**src/hw/rtl/cae_pkg.sv**
```systemverilog
`timescale 1ns / 1ps

package cae_pkg;

  localparam int VAL_W  = 16;
  localparam int BYTE_W = 8;

  // Result status codes
  localparam logic [1:0] STAT_OK    = 2'd0;
  localparam logic [1:0] STAT_BAD   = 2'd1;
  localparam logic [1:0] STAT_TINFO = 2'd2;
  localparam logic [1:0] STAT_DIV0  = 2'd3;

  typedef struct packed {
    logic [BYTE_W-1:0] tmpl_byte;
    logic              start_req;
    logic              final_byte;
    logic [BYTE_W-1:0] col;
    logic [BYTE_W-1:0] row;
  } item_t;

  typedef struct packed {
    logic              req;
    logic [BYTE_W-1:0] out_byte;
    logic              done_res;
    logic [1:0]        status;
  } emit_t;

  typedef struct packed {
    logic              start;
    logic [VAL_W-1:0]  dividend;
    logic [BYTE_W-1:0] divisor;
  } div_req_t;

  typedef struct packed {
    logic              busy;
    logic [VAL_W-1:0]  quot;
    logic [VAL_W-1:0]  rem;
  } div_rsp_t;

endpackage

```
**src/hw/rtl/cae_chan_if.sv**
```systemverilog
`timescale 1ns / 1ps

interface cae_tmpl_if;
  logic                         valid;
  logic                         ready;
  logic [cae_pkg::BYTE_W-1:0]   tmpl_byte;
  logic                         start_req;
  logic                         final_byte;
  logic [cae_pkg::BYTE_W-1:0]   col;
  logic [cae_pkg::BYTE_W-1:0]   row;

  modport source (output valid, tmpl_byte, start_req, final_byte, col, row, input ready);
  modport sink   (input valid, tmpl_byte, start_req, final_byte, col, row, output ready);
endinterface

interface cae_res_if;
  logic                         valid;
  logic                         ready;
  logic [cae_pkg::BYTE_W-1:0]   out_byte;
  logic                         done_res;
  logic [1:0]                   status;

  modport source (output valid, out_byte, done_res, status, input ready);
  modport sink   (input valid, out_byte, done_res, status, output ready);
endinterface

```
**src/hw/rtl/cae_div.sv**
```systemverilog
`timescale 1ns / 1ps

// Signed-by-unsigned restoring divider, one quotient bit per cycle.
// Quotient and remainder truncate toward zero; they hold until the next start.
module cae_div (
  input  logic              clk,
  input  logic              rst,
  input  cae_pkg::div_req_t req,
  output cae_pkg::div_rsp_t rsp
);

  localparam int CNT_W = $clog2(cae_pkg::VAL_W);

  logic                          busy;
  logic [CNT_W-1:0]              cnt;
  logic [cae_pkg::VAL_W-1:0]     acc;
  logic [cae_pkg::BYTE_W-1:0]    part;
  logic [cae_pkg::BYTE_W-1:0]    dvsr;
  logic                          neg;

  logic [cae_pkg::BYTE_W:0]      part_sh;
  logic [cae_pkg::BYTE_W+1:0]    diff;
  logic [cae_pkg::VAL_W-1:0]     mag;

  assign mag     = req.dividend[cae_pkg::VAL_W-1] ? (~req.dividend + 1'b1) : req.dividend;
  assign part_sh = {part, acc[cae_pkg::VAL_W-1]};
  assign diff    = {1'b0, part_sh} - {2'b00, dvsr};

  always_ff @(posedge clk) begin
    if (rst) begin
      busy <= 1'b0;
      cnt  <= '0;
    end else if (req.start) begin
      busy <= 1'b1;
      cnt  <= '0;
      acc  <= mag;
      part <= '0;
      dvsr <= req.divisor;
      neg  <= req.dividend[cae_pkg::VAL_W-1];
    end else if (busy) begin
      // subtract when the shifted partial remainder covers the divisor
      if (!diff[cae_pkg::BYTE_W+1]) begin
        part <= diff[cae_pkg::BYTE_W-1:0];
        acc  <= {acc[cae_pkg::VAL_W-2:0], 1'b1};
      end else begin
        part <= part_sh[cae_pkg::BYTE_W-1:0];
        acc  <= {acc[cae_pkg::VAL_W-2:0], 1'b0};
      end
      cnt <= cnt + 1'b1;
      if (cnt == CNT_W'(cae_pkg::VAL_W - 1)) begin
        busy <= 1'b0;
      end
    end
  end

  logic [cae_pkg::VAL_W-1:0] rem_mag;
  assign rem_mag = {{(cae_pkg::VAL_W-cae_pkg::BYTE_W){1'b0}}, part};

  always_comb begin
    rsp.busy = busy;
    rsp.quot = neg ? (~acc + 1'b1) : acc;
    rsp.rem  = neg ? (~rem_mag + 1'b1) : rem_mag;
  end

endmodule

```
**src/hw/rtl/cae_seq.sv**
```systemverilog
`timescale 1ns / 1ps

// Template parser and escape sequencer. Holds the cursor state, issues
// divides to the shared divider and hands results out one per cycle while the output register is free.
module cae_seq (
  input  logic              clk,
  input  logic              rst,
  input  logic              accept,
  input  cae_pkg::item_t    item,
  output logic              in_ready,
  input  logic              out_free,
  output cae_pkg::emit_t    emit,
  output cae_pkg::div_req_t div_req,
  input  cae_pkg::div_rsp_t div_rsp
);

  typedef enum logic [5:0] {
    S_IDLE = 6'b000001,
    S_EXEC = 6'b000010,
    S_DIV  = 6'b000100,
    S_POST = 6'b001000,
    S_LAST = 6'b010000,
    S_TERM = 6'b100000
  } state_t;

  typedef enum logic [2:0] {
    PM_PLAIN = 3'd0,
    PM_ESC   = 3'd1,
    PM_PLUS  = 3'd2,
    PM_GT1   = 3'd3,
    PM_GT2   = 3'd4,
    PM_DIV   = 3'd5
  } pm_t;

  typedef enum logic [2:0] {
    OP_R1,     // print remainder digit only
    OP_2,      // print quotient digit, then remainder digit
    OP_3,      // hundreds, then fall into OP_2 on the remainder
    OP_BCD,
    OP_DELTA,
    OP_SLASH
  } op_t;

  localparam logic [7:0] CH_PCT   = 8'h25;
  localparam logic [7:0] CH_ZERO  = 8'h30;
  localparam logic [7:0] CH_D     = 8'h64;
  localparam logic [7:0] CH_3     = 8'h33;
  localparam logic [7:0] CH_2     = 8'h32;
  localparam logic [7:0] CH_DOT   = 8'h2E;
  localparam logic [7:0] CH_PLUS  = 8'h2B;
  localparam logic [7:0] CH_GT    = 8'h3E;
  localparam logic [7:0] CH_SLASH = 8'h2F;
  localparam logic [7:0] CH_N     = 8'h6E;
  localparam logic [7:0] CH_R     = 8'h72;
  localparam logic [7:0] CH_I     = 8'h69;
  localparam logic [7:0] CH_UB    = 8'h42;
  localparam logic [7:0] CH_UD    = 8'h44;
  localparam logic [7:0] CH_P     = 8'h70;
  localparam logic [7:0] CH_UP    = 8'h50;
  localparam logic [7:0] CH_QUOTE = 8'h27;
  localparam logic [7:0] CH_BRACE = 8'h7B;
  localparam logic [7:0] CH_QMARK = 8'h3F;
  localparam logic [7:0] DIV_TEN  = 8'd10;
  localparam logic [7:0] DIV_HUND = 8'd100;
  localparam logic [7:0] DIV_SIXT = 8'd16;
  localparam logic [15:0] NFLIP   = 16'h0060;

  function automatic logic [7:0] dig(input logic [15:0] v);
    dig = v[7:0] | CH_ZERO;
  endfunction

  state_t        state, state_next;
  op_t           op, op_next;
  pm_t           pm, pm_next;
  logic [7:0]    tb, tb_next;
  logic          last_q, last_next;
  logic [15:0]   cur_col, cur_col_next;
  logic [15:0]   cur_line, cur_line_next;
  logic [15:0]   wv, wv_next;
  logic          on_column, on_column_next;
  logic [7:0]    gt, gt_next;
  logic          err, err_next;
  logic          stall;
  logic [15:0]   sum_b;
  logic [15:0]   toggled;

  assign sum_b   = wv + {8'h00, tb};
  assign toggled = on_column ? cur_line : cur_col;
  assign stall   = emit.req && !out_free;
  assign in_ready = (state == S_IDLE);

  always_comb begin
    state_next     = state;
    op_next        = op;
    pm_next        = pm;
    tb_next        = tb;
    last_next      = last_q;
    cur_col_next   = cur_col;
    cur_line_next  = cur_line;
    wv_next        = wv;
    on_column_next = on_column;
    gt_next        = gt;
    err_next       = err;
    emit           = '0;
    emit.status    = cae_pkg::STAT_OK;
    div_req        = '0;

    unique case (state)
      S_IDLE: begin
        if (accept) begin
          tb_next    = item.tmpl_byte;
          last_next  = item.final_byte;
          if (item.start_req) begin
            cur_col_next   = {8'h00, item.col};
            cur_line_next  = {8'h00, item.row};
            on_column_next = 1'b0;
            wv_next        = {8'h00, item.row};
            pm_next        = PM_PLAIN;
            gt_next        = '0;
            err_next       = 1'b0;
          end
          state_next = S_EXEC;
        end
      end

      S_EXEC: begin
        state_next = S_LAST;
        if (!err) begin
          case (pm)
            PM_ESC: begin
              pm_next = PM_PLAIN;
              case (tb) inside
                CH_D: begin
                  div_req.start    = 1'b1;
                  div_req.dividend = wv;
                  state_next       = S_DIV;
                  if ($signed(wv) < 16'sd10) begin
                    op_next         = OP_R1;
                    div_req.divisor = DIV_TEN;
                  end else if ($signed(wv) < 16'sd100) begin
                    op_next         = OP_2;
                    div_req.divisor = DIV_TEN;
                  end else begin
                    op_next         = OP_3;
                    div_req.divisor = DIV_HUND;
                  end
                end
                CH_3: begin
                  div_req.start    = 1'b1;
                  div_req.dividend = wv;
                  div_req.divisor  = DIV_HUND;
                  op_next          = OP_3;
                  state_next       = S_DIV;
                end
                CH_2: begin
                  div_req.start    = 1'b1;
                  div_req.dividend = wv;
                  div_req.divisor  = DIV_TEN;
                  op_next          = OP_2;
                  state_next       = S_DIV;
                end
                CH_UB: begin
                  div_req.start    = 1'b1;
                  div_req.dividend = wv;
                  div_req.divisor  = DIV_TEN;
                  op_next          = OP_BCD;
                  state_next       = S_DIV;
                end
                CH_UD: begin
                  div_req.start    = 1'b1;
                  div_req.dividend = wv;
                  div_req.divisor  = DIV_SIXT;
                  op_next          = OP_DELTA;
                  state_next       = S_DIV;
                end
                CH_DOT: begin
                  emit.req       = 1'b1;
                  emit.out_byte  = wv[7:0];
                  on_column_next = !on_column;
                  wv_next        = toggled;
                end
                CH_PLUS:  pm_next = PM_PLUS;
                CH_GT:    pm_next = PM_GT1;
                CH_SLASH: pm_next = PM_DIV;
                CH_N: begin
                  cur_col_next  = cur_col ^ NFLIP;
                  cur_line_next = cur_line ^ NFLIP;
                  wv_next       = on_column ? (cur_col ^ NFLIP) : (cur_line ^ NFLIP);
                end
                CH_R: begin
                  on_column_next = 1'b1;
                  wv_next        = cur_col;
                end
                CH_I: begin
                  cur_col_next  = cur_col + 1'b1;
                  cur_line_next = cur_line + 1'b1;
                  wv_next       = wv + 1'b1;
                end
                CH_PCT: begin
                  emit.req      = 1'b1;
                  emit.out_byte = CH_PCT;
                end
                CH_P, CH_UP, CH_QUOTE, CH_BRACE, CH_QMARK: begin
                  emit.req    = 1'b1;
                  emit.status = cae_pkg::STAT_TINFO;
                  err_next    = 1'b1;
                end
                default: begin
                  emit.req    = 1'b1;
                  emit.status = cae_pkg::STAT_BAD;
                  err_next    = 1'b1;
                end
              endcase
            end
            PM_PLUS: begin
              emit.req       = 1'b1;
              emit.out_byte  = sum_b[7:0];
              pm_next        = PM_PLAIN;
              on_column_next = !on_column;
              wv_next        = toggled;
            end
            PM_GT1: begin
              gt_next = tb;
              pm_next = PM_GT2;
            end
            PM_GT2: begin
              if ($signed(wv) > $signed({8'h00, gt})) begin
                wv_next = sum_b;
              end
              pm_next = PM_PLAIN;
            end
            PM_DIV: begin
              if (tb == '0) begin
                emit.req    = 1'b1;
                emit.status = cae_pkg::STAT_DIV0;
                err_next    = 1'b1;
                pm_next     = PM_PLAIN;
              end else begin
                div_req.start    = 1'b1;
                div_req.dividend = wv;
                div_req.divisor  = tb;
                op_next          = OP_SLASH;
                pm_next          = PM_PLAIN;
                state_next       = S_DIV;
              end
            end
            default: begin
              if (tb == CH_PCT) begin
                pm_next = PM_ESC;
              end else begin
                emit.req      = 1'b1;
                emit.out_byte = tb;
              end
            end
          endcase
        end
      end

      S_DIV: begin
        if (!div_rsp.busy) begin
          case (op)
            OP_R1: begin
              emit.req       = 1'b1;
              emit.out_byte  = dig(div_rsp.rem);
              on_column_next = !on_column;
              wv_next        = toggled;
              state_next     = S_LAST;
            end
            OP_2: begin
              emit.req      = 1'b1;
              emit.out_byte = dig(div_rsp.quot);
              state_next    = S_POST;
            end
            OP_3: begin
              // print hundreds, then split the remainder into tens and units
              emit.req         = 1'b1;
              emit.out_byte    = dig(div_rsp.quot);
              div_req.start    = 1'b1;
              div_req.dividend = div_rsp.rem;
              div_req.divisor  = DIV_TEN;
              op_next          = OP_2;
            end
            OP_BCD: begin
              wv_next    = {div_rsp.quot[11:0], 4'h0} + div_rsp.rem;
              state_next = S_LAST;
            end
            OP_DELTA: begin
              wv_next    = wv - {div_rsp.rem[14:0], 1'b0};
              state_next = S_LAST;
            end
            default: begin
              emit.req      = 1'b1;
              emit.out_byte = dig(div_rsp.quot);
              wv_next       = div_rsp.rem;
              state_next    = S_LAST;
            end
          endcase
        end
      end

      S_POST: begin
        emit.req       = 1'b1;
        emit.out_byte  = dig(div_rsp.rem);
        on_column_next = !on_column;
        wv_next        = toggled;
        state_next     = S_LAST;
      end

      S_LAST: begin
        if (!last_q) begin
          state_next = S_IDLE;
        end else if (!err && pm != PM_PLAIN) begin
          // template ended inside an escape
          emit.req    = 1'b1;
          emit.status = cae_pkg::STAT_BAD;
          err_next    = 1'b1;
          pm_next     = PM_PLAIN;
          state_next  = S_TERM;
        end else begin
          emit.req      = 1'b1;
          emit.done_res = 1'b1;
          pm_next       = PM_PLAIN;
          err_next      = 1'b0;
          state_next    = S_IDLE;
        end
      end

      S_TERM: begin
        emit.req      = 1'b1;
        emit.done_res = 1'b1;
        pm_next       = PM_PLAIN;
        err_next      = 1'b0;
        state_next    = S_IDLE;
      end

      default: state_next = S_IDLE;
    endcase

    // hold the divider start while the result cannot be handed out
    if (stall) begin
      div_req.start = 1'b0;
    end
  end

  always_ff @(posedge clk) begin
    if (rst) begin
      state     <= S_IDLE;
      pm        <= PM_PLAIN;
      err       <= 1'b0;
      cur_col   <= '0;
      cur_line  <= '0;
      wv        <= '0;
      on_column <= 1'b0;
      gt        <= '0;
    end else if (!stall) begin
      state     <= state_next;
      pm        <= pm_next;
      err       <= err_next;
      cur_col   <= cur_col_next;
      cur_line  <= cur_line_next;
      wv        <= wv_next;
      on_column <= on_column_next;
      gt        <= gt_next;
    end
  end

  always_ff @(posedge clk) begin
    if (!stall) begin
      op     <= op_next;
      tb     <= tb_next;
      last_q <= last_next;
    end
  end

endmodule

```
**src/hw/rtl/cursor_address_expander.sv**
```systemverilog
`timescale 1ns / 1ps

// Cursor-motion template expander. Feed a cursor-motion template one byte
// per transaction on tmpl_ch; mark its first byte with start_req (column and
// line are taken from that transaction) and its last byte with final_byte.
// Plain bytes come back unchanged on res_ch, percent escapes print or modify
// the current value, and the last byte is followed by a zero byte with
// done_res set. A bad escape, a terminfo-style escape or a divide by zero
// gives one result with a nonzero status and the rest of the template up to
// its last byte is dropped. One byte is taken at a time: a plain byte, a
// dropped byte or a state-only escape passes through the execute and last
// states; %d, %2, %B, %D and the divisor byte of %/ also wait in the divide
// state, and %3 (or %d at 100 and above) runs two divides, on the radix-2
// divider shared by all digit and divide escapes; a last byte that ends inside
// an escape adds a terminator state after its error result. A result also holds the
// sequencer while the single output register is full and not being taken
// downstream.
module cursor_address_expander (
  input  logic           clk,
  input  logic           rst,
  cae_tmpl_if.sink       tmpl_ch,
  cae_res_if.source      res_ch
);

  cae_pkg::item_t    item;
  cae_pkg::emit_t    emit;
  cae_pkg::div_req_t div_req;
  cae_pkg::div_rsp_t div_rsp;
  logic              in_ready;
  logic              accept;
  logic              out_free;

  logic                        out_valid;
  logic [cae_pkg::BYTE_W-1:0]  out_byte_q;
  logic                        done_q;
  logic [1:0]                  status_q;

  // Input side: one template byte per transaction while the sequencer idles.
  assign tmpl_ch.ready = in_ready;
  assign accept        = tmpl_ch.valid && in_ready;

  always_comb begin
    item.tmpl_byte  = tmpl_ch.tmpl_byte;
    item.start_req  = tmpl_ch.start_req;
    item.final_byte = tmpl_ch.final_byte;
    item.col        = tmpl_ch.col;
    item.row        = tmpl_ch.row;
  end

  cae_seq u_seq (
    .clk      (clk),
    .rst      (rst),
    .accept   (accept),
    .item     (item),
    .in_ready (in_ready),
    .out_free (out_free),
    .emit     (emit),
    .div_req  (div_req),
    .div_rsp  (div_rsp)
  );

  cae_div u_div (
    .clk (clk),
    .rst (rst),
    .req (div_req),
    .rsp (div_rsp)
  );

  // Output register: free when empty or being taken this cycle, so the
  // sequencer can load back-to-back results into a draining register.
  assign out_free = !out_valid || res_ch.ready;

  always_ff @(posedge clk) begin
    if (rst) begin
      out_valid <= 1'b0;
    end else if (emit.req && out_free) begin
      out_valid <= 1'b1;
    end else if (res_ch.ready) begin
      out_valid <= 1'b0;
    end
  end

  always_ff @(posedge clk) begin
    if (emit.req && out_free) begin
      out_byte_q <= emit.out_byte;
      done_q     <= emit.done_res;
      status_q   <= emit.status;
    end
  end

  assign res_ch.valid    = out_valid;
  assign res_ch.out_byte = out_byte_q;
  assign res_ch.done_res = done_q;
  assign res_ch.status   = status_q;

  // A taken template byte keeps the block busy for at least the next cycle.
  a_busy_after_accept: assert property (@(posedge clk) disable iff (rst)
    accept |=> !tmpl_ch.ready)
    else $error("input accepted on consecutive cycles");

  // The shared divider is never restarted mid-operation.
  a_div_no_restart: assert property (@(posedge clk) disable iff (rst)
    div_req.start |-> !div_rsp.busy)
    else $error("divider started while busy");

  // The terminator is a zero byte with a clean status.
  a_term_clean: assert property (@(posedge clk) disable iff (rst)
    (res_ch.valid && res_ch.done_res) |->
      (res_ch.out_byte == '0 && res_ch.status == cae_pkg::STAT_OK))
    else $error("malformed terminator");

  // Error results carry a zero byte and never close the expansion.
  a_err_zero: assert property (@(posedge clk) disable iff (rst)
    (res_ch.valid && res_ch.status != cae_pkg::STAT_OK) |->
      (res_ch.out_byte == '0 && !res_ch.done_res))
    else $error("malformed error result");

endmodule
```
**src/flat_wrapper.sv**
```systemverilog
// flat-port wrapper written by rule: the top's interface ports become plain ports
module cursor_address_expander_flat 
  (clk, rst, tmpl_ch_valid, tmpl_ch_tmpl_byte, tmpl_ch_start_req, tmpl_ch_final_byte, tmpl_ch_col, tmpl_ch_row, tmpl_ch_ready, res_ch_valid, res_ch_out_byte, res_ch_done_res, res_ch_status, res_ch_ready);
  cae_tmpl_if tmpl_ch_i ();
  cae_res_if res_ch_i ();
  input  logic clk;
  input  logic rst;
  input wire logic [$bits(tmpl_ch_i.valid)-1:0] tmpl_ch_valid;
  input wire logic [$bits(tmpl_ch_i.tmpl_byte)-1:0] tmpl_ch_tmpl_byte;
  input wire logic [$bits(tmpl_ch_i.start_req)-1:0] tmpl_ch_start_req;
  input wire logic [$bits(tmpl_ch_i.final_byte)-1:0] tmpl_ch_final_byte;
  input wire logic [$bits(tmpl_ch_i.col)-1:0] tmpl_ch_col;
  input wire logic [$bits(tmpl_ch_i.row)-1:0] tmpl_ch_row;
  output wire logic [$bits(tmpl_ch_i.ready)-1:0] tmpl_ch_ready;
  output wire logic [$bits(res_ch_i.valid)-1:0] res_ch_valid;
  output wire logic [$bits(res_ch_i.out_byte)-1:0] res_ch_out_byte;
  output wire logic [$bits(res_ch_i.done_res)-1:0] res_ch_done_res;
  output wire logic [$bits(res_ch_i.status)-1:0] res_ch_status;
  input wire logic [$bits(res_ch_i.ready)-1:0] res_ch_ready;
  assign tmpl_ch_i.valid = tmpl_ch_valid;
  assign tmpl_ch_i.tmpl_byte = tmpl_ch_tmpl_byte;
  assign tmpl_ch_i.start_req = tmpl_ch_start_req;
  assign tmpl_ch_i.final_byte = tmpl_ch_final_byte;
  assign tmpl_ch_i.col = tmpl_ch_col;
  assign tmpl_ch_i.row = tmpl_ch_row;
  assign tmpl_ch_ready = tmpl_ch_i.ready;
  assign res_ch_valid = res_ch_i.valid;
  assign res_ch_out_byte = res_ch_i.out_byte;
  assign res_ch_done_res = res_ch_i.done_res;
  assign res_ch_status = res_ch_i.status;
  assign res_ch_i.ready = res_ch_ready;
  cursor_address_expander u_core (.clk(clk), .rst(rst), .tmpl_ch(tmpl_ch_i), .res_ch(res_ch_i));
endmodule
```
**config.mk**
```make
export PLATFORM = sky130hd
export DESIGN_NAME = cursor_address_expander_flat
export DESIGN_NICKNAME = d
export VERILOG_FILES = /design/src/hw/rtl/cae_pkg.sv /design/src/hw/rtl/cae_chan_if.sv /design/src/hw/rtl/cae_div.sv /design/src/hw/rtl/cae_seq.sv /design/src/hw/rtl/cursor_address_expander.sv /design/src/flat_wrapper.sv
export SDC_FILE = /design/constraint.sdc
export NUM_CORES = 1
export LEC_CHECK = 0
export BUFFER_PORTS_ARGS = -buffer_cell sky130_fd_sc_hd__clkbuf_2
export CORE_MARGIN = 10
export CORE_UTILIZATION = 59
export CTS_BUF_LIST = sky130_fd_sc_hd__clkbuf_8
export CTS_CLUSTER_DIAMETER = 120
export DETAILED_ROUTE_END_ITERATION = 10
export GPL_ROUTABILITY_DRIVEN = 0
export PLACE_DENSITY_LB_ADDON = 0.12
export SETUP_SLACK_MARGIN = 0.2
export SLEW_MARGIN = 5
export SYNTH_ARGS = -nofsm -noshare
export SYNTH_HDL_FRONTEND = slang
export SYNTH_SLANG_ARGS = --single-unit
```
**constraint.sdc**
```tcl
create_clock -name clk -period 4.1 [get_ports clk]
set_input_delay 0 -clock clk [delete_from_list [all_inputs] [get_ports clk]]
set_output_delay 0 -clock clk [all_outputs]
set_load 0.02 [all_outputs]
```
# After elaboration in Yosys (flattened, before gate mapping)
# Cells that the tools add are included.
[classes] add_sub_neg=11 mul=0 div_mod_pow=0 magnitude_cmp=3 n_eq_ne=77 n_shift=0 muxes=222 bitwise_logic=7 reduce_logical=38
[op_table] op="two-way mux 16 bit" count=53
[op_table] op="two-way mux 25 bit" count=9
[op_table] op="one-hot mux 16 bit (4 select lines)" count=2
[op_table] op="one-hot mux 25 bit (2 select lines)" count=2
[op_table] op="two-way mux 8 bit" count=12
[op_table] op="adder 16 x 1 -> 16 bit, second input constant" count=5
[op_table] op="two-way mux 3 bit" count=25
[op_table] op="== test 8 x 6 -> 1 bit, second input constant" count=9
[op_table] op="== test 8 x 7 -> 1 bit, second input constant" count=9
[op_table] op="two-way mux 6 bit" count=12
[op_table] op="one-hot mux 16 bit (2 select lines)" count=2
[op_table] op="two-way mux 1 bit" count=55
[op_table] op="AND reduction 18 bit" count=3
[op_table] op="one-hot mux 16 bit (3 select lines)" count=1
[op_table] op="one-hot mux 8 bit (3 select lines)" count=2
[op_table] op="inequality test 2 bit, second input constant" count=19
[op_table] op="two-way mux 2 bit" count=17
[op_table] op="two-way mux 5 bit" count=6
[op_table] op="one-hot mux 6 bit (5 select lines)" count=1
[op_table] op="two-way mux 9 bit" count=3
[op_table] op="inequality test 3 bit, second input constant" count=9
[op_table] op="inequality test 4 bit, second input constant" count=5
[op_table] op="one-hot mux 9 bit (2 select lines)" count=1
[op_table] op="AND reduction 17 bit" count=1
[op_table] op="other kinds (59)" count=95
[word_totals] regBits=129 latch_bits=0 mem_bits_rw=0 mem_bits_ro=0 in_bits=30 output_inout_bits=13 n_memories=0

# Depth between registers and ports, before layout
[depth] ltp_word=21 depth_mapped=17 mapped_depth_nobuf=16

# Cells and area by module
# Synthesis repeated with hierarchy kept, for this count alone.
[hier_totals] cells_unflattened=1516 hier_area_um2=11825.1
[by_module_without_submodules] mod="cae_seq" n_inst=1 cells_per_inst=1207 area_each_um2=8703.3 seq_area_each_um2=1701.6
[by_module_without_submodules] mod="cae_div" n_inst=1 cells_per_inst=292 area_each_um2=2730.1 seq_area_each_um2=1091.0
[by_module_without_submodules] mod="cursor_address_expander" n_inst=1 cells_per_inst=17 area_each_um2=391.6 seq_area_each_um2=350.3

# Worst setup path before layout
# Ideal clock, no wire load.
[synth_path] kind="reg2reg" from="register u_core.u_div.part[0] (netlist name)" to="register u_core.u_seq.wv[11]" t_arrival_ps=3788 required_ps=3968 setup_slack_ps=179 path_stages_with_launch=17 cell_sequence="edfxtp_1 > inv_1 > ha_1 > or3b_2 > clkbuf_1 > o311ai_0 > and2_1 > inv_1 > ha_1 > o21ai_0 > nor2_1 > o41ai_1 > o21bai_1 > xor2_1 > a2111oi_0 > a31o_2 > a21oi_1"
[synth_between] elab_chain_len=7 word_cells_on_any_way=8
[synth_rtl] item="start: declaration" line_no="cae_div.sv:17" text="logic [cae_pkg::BYTE_W-1:0] part;"
[synth_rtl] item="start signal: assignment" line_no="cae_div.sv:43" text="part <= diff[cae_pkg::BYTE_W-1:0];"
[synth_rtl] item="start signal: assignment" line_no="cae_div.sv:46" text="part <= part_sh[cae_pkg::BYTE_W-1:0];"
[synth_rtl] item="NOT 8 -> 16 bit" line_no="cae_div.sv:62" text="rsp.rem = neg ? (~rem_mag + 1'b1) : rem_mag;"
[synth_rtl] item="adder 16 x 1 -> 16 bit" line_no="cae_div.sv:62"
[synth_rtl] item="two-way mux 16 bit *" line_no="cae_div.sv:62"
[synth_rtl] item="subtractor 16 bit or adder 16 bit (tied branches)" line_no="cae_seq.sv:288, cae_seq.sv:284"
[synth_rtl] item="one-hot mux 16 bit (4 select lines) *" line_no="cae_seq.sv:261" text="case (op)"
[synth_rtl] item="two-way mux 16 bit *" line_no="cae_seq.sv:260" text="if (!div_rsp.busy) begin"
[synth_rtl] item="one-hot mux 16 bit (4 select lines) *" line_no="cae_seq.sv:108" text="unique case (state)"
[synth_rtl] item="end signal: assignment" line_no="cae_seq.sv:361" text="wv <= wv_next;"
[synth_rtl] item="end: declaration" line_no="cae_seq.sv:79" text="logic [15:0] wv, wv_next;"
# Every way passes the cells marked *; elsewhere a longest branch is shown, timed or not. The select of a mux whose other input is x is not followed.
# A chain may end at the register's enable or synchronous reset.

# Worst setup path after layout
[layout_path] from="register u_core.u_div.part[3] (netlist name)" to="register u_core.u_seq.wv[11]"
# Same word-level chain as after synthesis.

==> metrics.cfg <==
[run_status]
outcome = completed

[power]
finalPower_mw = 3.86
ir_worst_vdd_mv = 0.220
p_leak_nw = 5.00
powerDensity_nw_per_um2 = 290

[worst_setup_path]
start_kind = flip-flop
end_kind = flip-flop
crit_required_ns = 4.41
path_max_fanout = 8
critPathKind = flip-flop to flip-flop
critPathArrivalTime_ns = 4.07

[floorplanning]
initial_core_util_pct = 60.3
die_h_um = 161
ios = 43
fp.dieW_um = 161
fp.coreArea_um2 = 19500
rows = 51
dieArea_um2 = 26000

[clock_tree]
clk_pin_slew_ns = 0.09
clkLatencyLatePin_ns = 0.48
cts-root-buf = clkbuf_8
cts_buffers = 17
cts_max_level = 4
cts.sinks = 129
tritoncts = done
cts_buffer_depth = 2

[sta]
finClkSkew_ns = 0.0221
finalSetupTns_ns = 0
rsz0062_at_grt = true
min_period_over_period_pct = 91.6
setup_viol = 0
layout_min_cycle_time_ns = 3.76
worstMarginPinSlew_ns = 0.984
slew_viol_final = 0
fmax_ghz = 0.266
hold_violations = 0
slew-limit-headroom_pct = 34.4
whs_ns = 0.0879

[logic_synthesis]
avgSynthCellArea_um2 = 7.63
netlist_area_um2 = 11800
ys_warn_count = 0
synth_edf_count = 56
netlist_top_cells_area = edfxtp_1, dfxtp_1, ha_1, a21oi_1, nor2_1
synth_seq_cells = 129
netlist-cell-type-count = 90
syn_inst = 1544
syn-num-nets = 1636
synth_top_area_share_pct = 14.3
synth_seq_area_share_pct = 26.7
async_reset_ff_share_pct = 0
yosysTopAreaCell = edfxtp_1
synthTopCellsByCount = nor2_1, nand2_1, a21oi_1, o21ai_0, clkbuf_1
yosysMostFrequentCell = nor2_1
synthFlopType = dfxtp_1

[global_routing]
grt_pass1_vias = 12300
track_usage_pct = 31.5
antenna_found_initial = 0
grt_start_max_net_pins = 43
grt_pass1_wl_um = 66700
grt_overflow = 0

[route]
drc_errors = 0
drt_iter0_markers = 2101
wire_per_inst_um = 22.4
ant_nets = 0
firstDrtPassIters = 6
drt-total-wl_um = 42400
vias_per_cell = 6.94
vias = 13200

[flow_run]
drv_cap = 0

[cells_and_area]
regArea_um2 = 3140
fill_cells = 1677
antennaDiodeCount = 0
layout.nets = 1709
drive_gt1_share_pct = 13.4
layout-area-overhead-vs-synth_pct = 13.0
multi_input_area_um2 = 8110
fin_util_pct = 68.2

[placed_design]
port-buffer-count = 42
dpl.hpwl_um = 30500

[worst_hold_path]
hp-class = input pin to flip-flop

==> layout by cell type (no fill, tap or decap), drive strengths merged, types with 12 or more instances in the layout <==
master	synthesis	routed
or4	17	17
a31oi	18	18
nand2b	17	17
and3	21	21
dfxtp	73	73
mux2i	20	20
buf	12	83
a21oi	130	130
xor2	25	25
nor4	21	21
clkbuf	86	61
o22ai	12	12
o21a	16	16
edfxtp	56	56
o211ai	22	22
or3	19	19
nor2	162	162
a221oi	15	15
a21o	14	14
inv	67	75
nand3	33	33
a211oi	18	18
nand2	143	143
a22oi	15	15
nor2b	12	12
nor3	42	42
ha	58	58
o221ai	15	15
dlygate4sd3	0	27
xnor2	53	53
o31ai	13	13
o21ai	132	132
nand4	13	13
==> layer usage <==
layer,vias up,part of all wire [%],track usage (%)
met5,-,0,0
met4,0,5.8,16.3
met3,203,12,5.77
met2,941,43,47.9
met1,6077,39,41.7
li1,5934,-,-
==> layout make-up <==
class / instances / share of cell area, %
well taps: 265 / 2.49
clock inverters: 13 / 0.771
multi-input cells: 1248 / 60.9
clock buffers: 19 / 1.96
inverters: 69 / 1.95
flip-flops and latches: 129 / 23.6
repair buffers: 152 / 8.29
==> per-stage QoR <==
stage / instances / cell area, um2 / setup WS, ns
2_1_floorplan: 1544 / 11800 / 0.223
3_3_place_gp: 1823 / 12500 / 0.0831
3_5_place_dp: 1823 / 12500 / -0.0430
4_1_cts: 1886 / 13200 / 0.201
5_1_grt: 1895 / 13300 / 0.175
6_report: 1895 / 13300 / 0.343
==> logic make-up (layout without fill, tap and decap cells) <==
group,count (synthesis),in the layout,share of synthesized area (%)
and+or+nand+nor,573,573,24.7
AOI/OAI and AO/OA,505,505,27.9
buffers and inverters,167,253,5.49
DFF,129,129,26.7
xor gates and xnor gates,78,78,5.80
adders and majority gates,62,62,6.84
muxes,30,30,2.66
==> flip-flops by register name (all words and copies together) (netlist names), 4 cells and up <==
name	flops
u_core.u_div.dvsr	8
u_core.u_div.part	8
u_core.u_seq.wv	16
u_core.u_div.acc	16
u_core.u_seq.cur_col	16
u_core.res_ch.out_byte	8
u_core.u_div.cnt	4
u_core.u_seq.cur_line	16
u_core.u_seq.state	6
u_core.u_seq.tb	8
u_core.u_seq.gt	8
==> power breakdown <==
part           leakage (nW)  switching [mW]  internal, mW
clock network         0.189           0.634         0.463
registers              1.09           0.178          1.40
logic                  3.72           0.705         0.474
total                  5.00            1.52          2.34
==> worst paths after layout <==
kind                                       from                                to  slack [ns]  cells after the start
min                           tmpl_ch_start_req     u_core.u_seq.err$_SDFFE_PP0P_        0.09                      6
min reg2reg     u_core.u_seq.gt[6]$_SDFFE_PP0P_   u_core.u_seq.gt[6]$_SDFFE_PP0P_        0.47                      2
max          u_core.u_div.part[3]$_SDFFCE_PP0P_  u_core.u_seq.wv[11]$_SDFFE_PP0P_        0.34                     15
max reg2reg  u_core.u_div.part[3]$_SDFFCE_PP0P_  u_core.u_seq.wv[11]$_SDFFE_PP0P_        0.34                     15
==> critical path, cell delays in order (launching register included) <==
cell,delay [ns]
edfxtp_1,0.48
or4_4,0.56
nor4_2,0.18
ha_1,0.17
nand2_1,0.04
o21ai_1,0.14
inv_1,0.17
ha_4,0.22
or4_1,0.47
nor2_1,0.11
a32oi_1,0.12
xnor2_1,0.22
nor2_1,0.08
a2111oi_2,0.36
a31o_2,0.21
a21oi_1,0.05
==> timing repair <==
item                       4_1_cts  5_1_grt
pin swaps                        2        4
gates resized for setup         11       18
hold endpoints to repair        29        0
hold buffers                    27        0
setup endpoints to repair        5        6
buffers inserted                 4        9
Note: power is estimated with default switching activity, not from simulation.
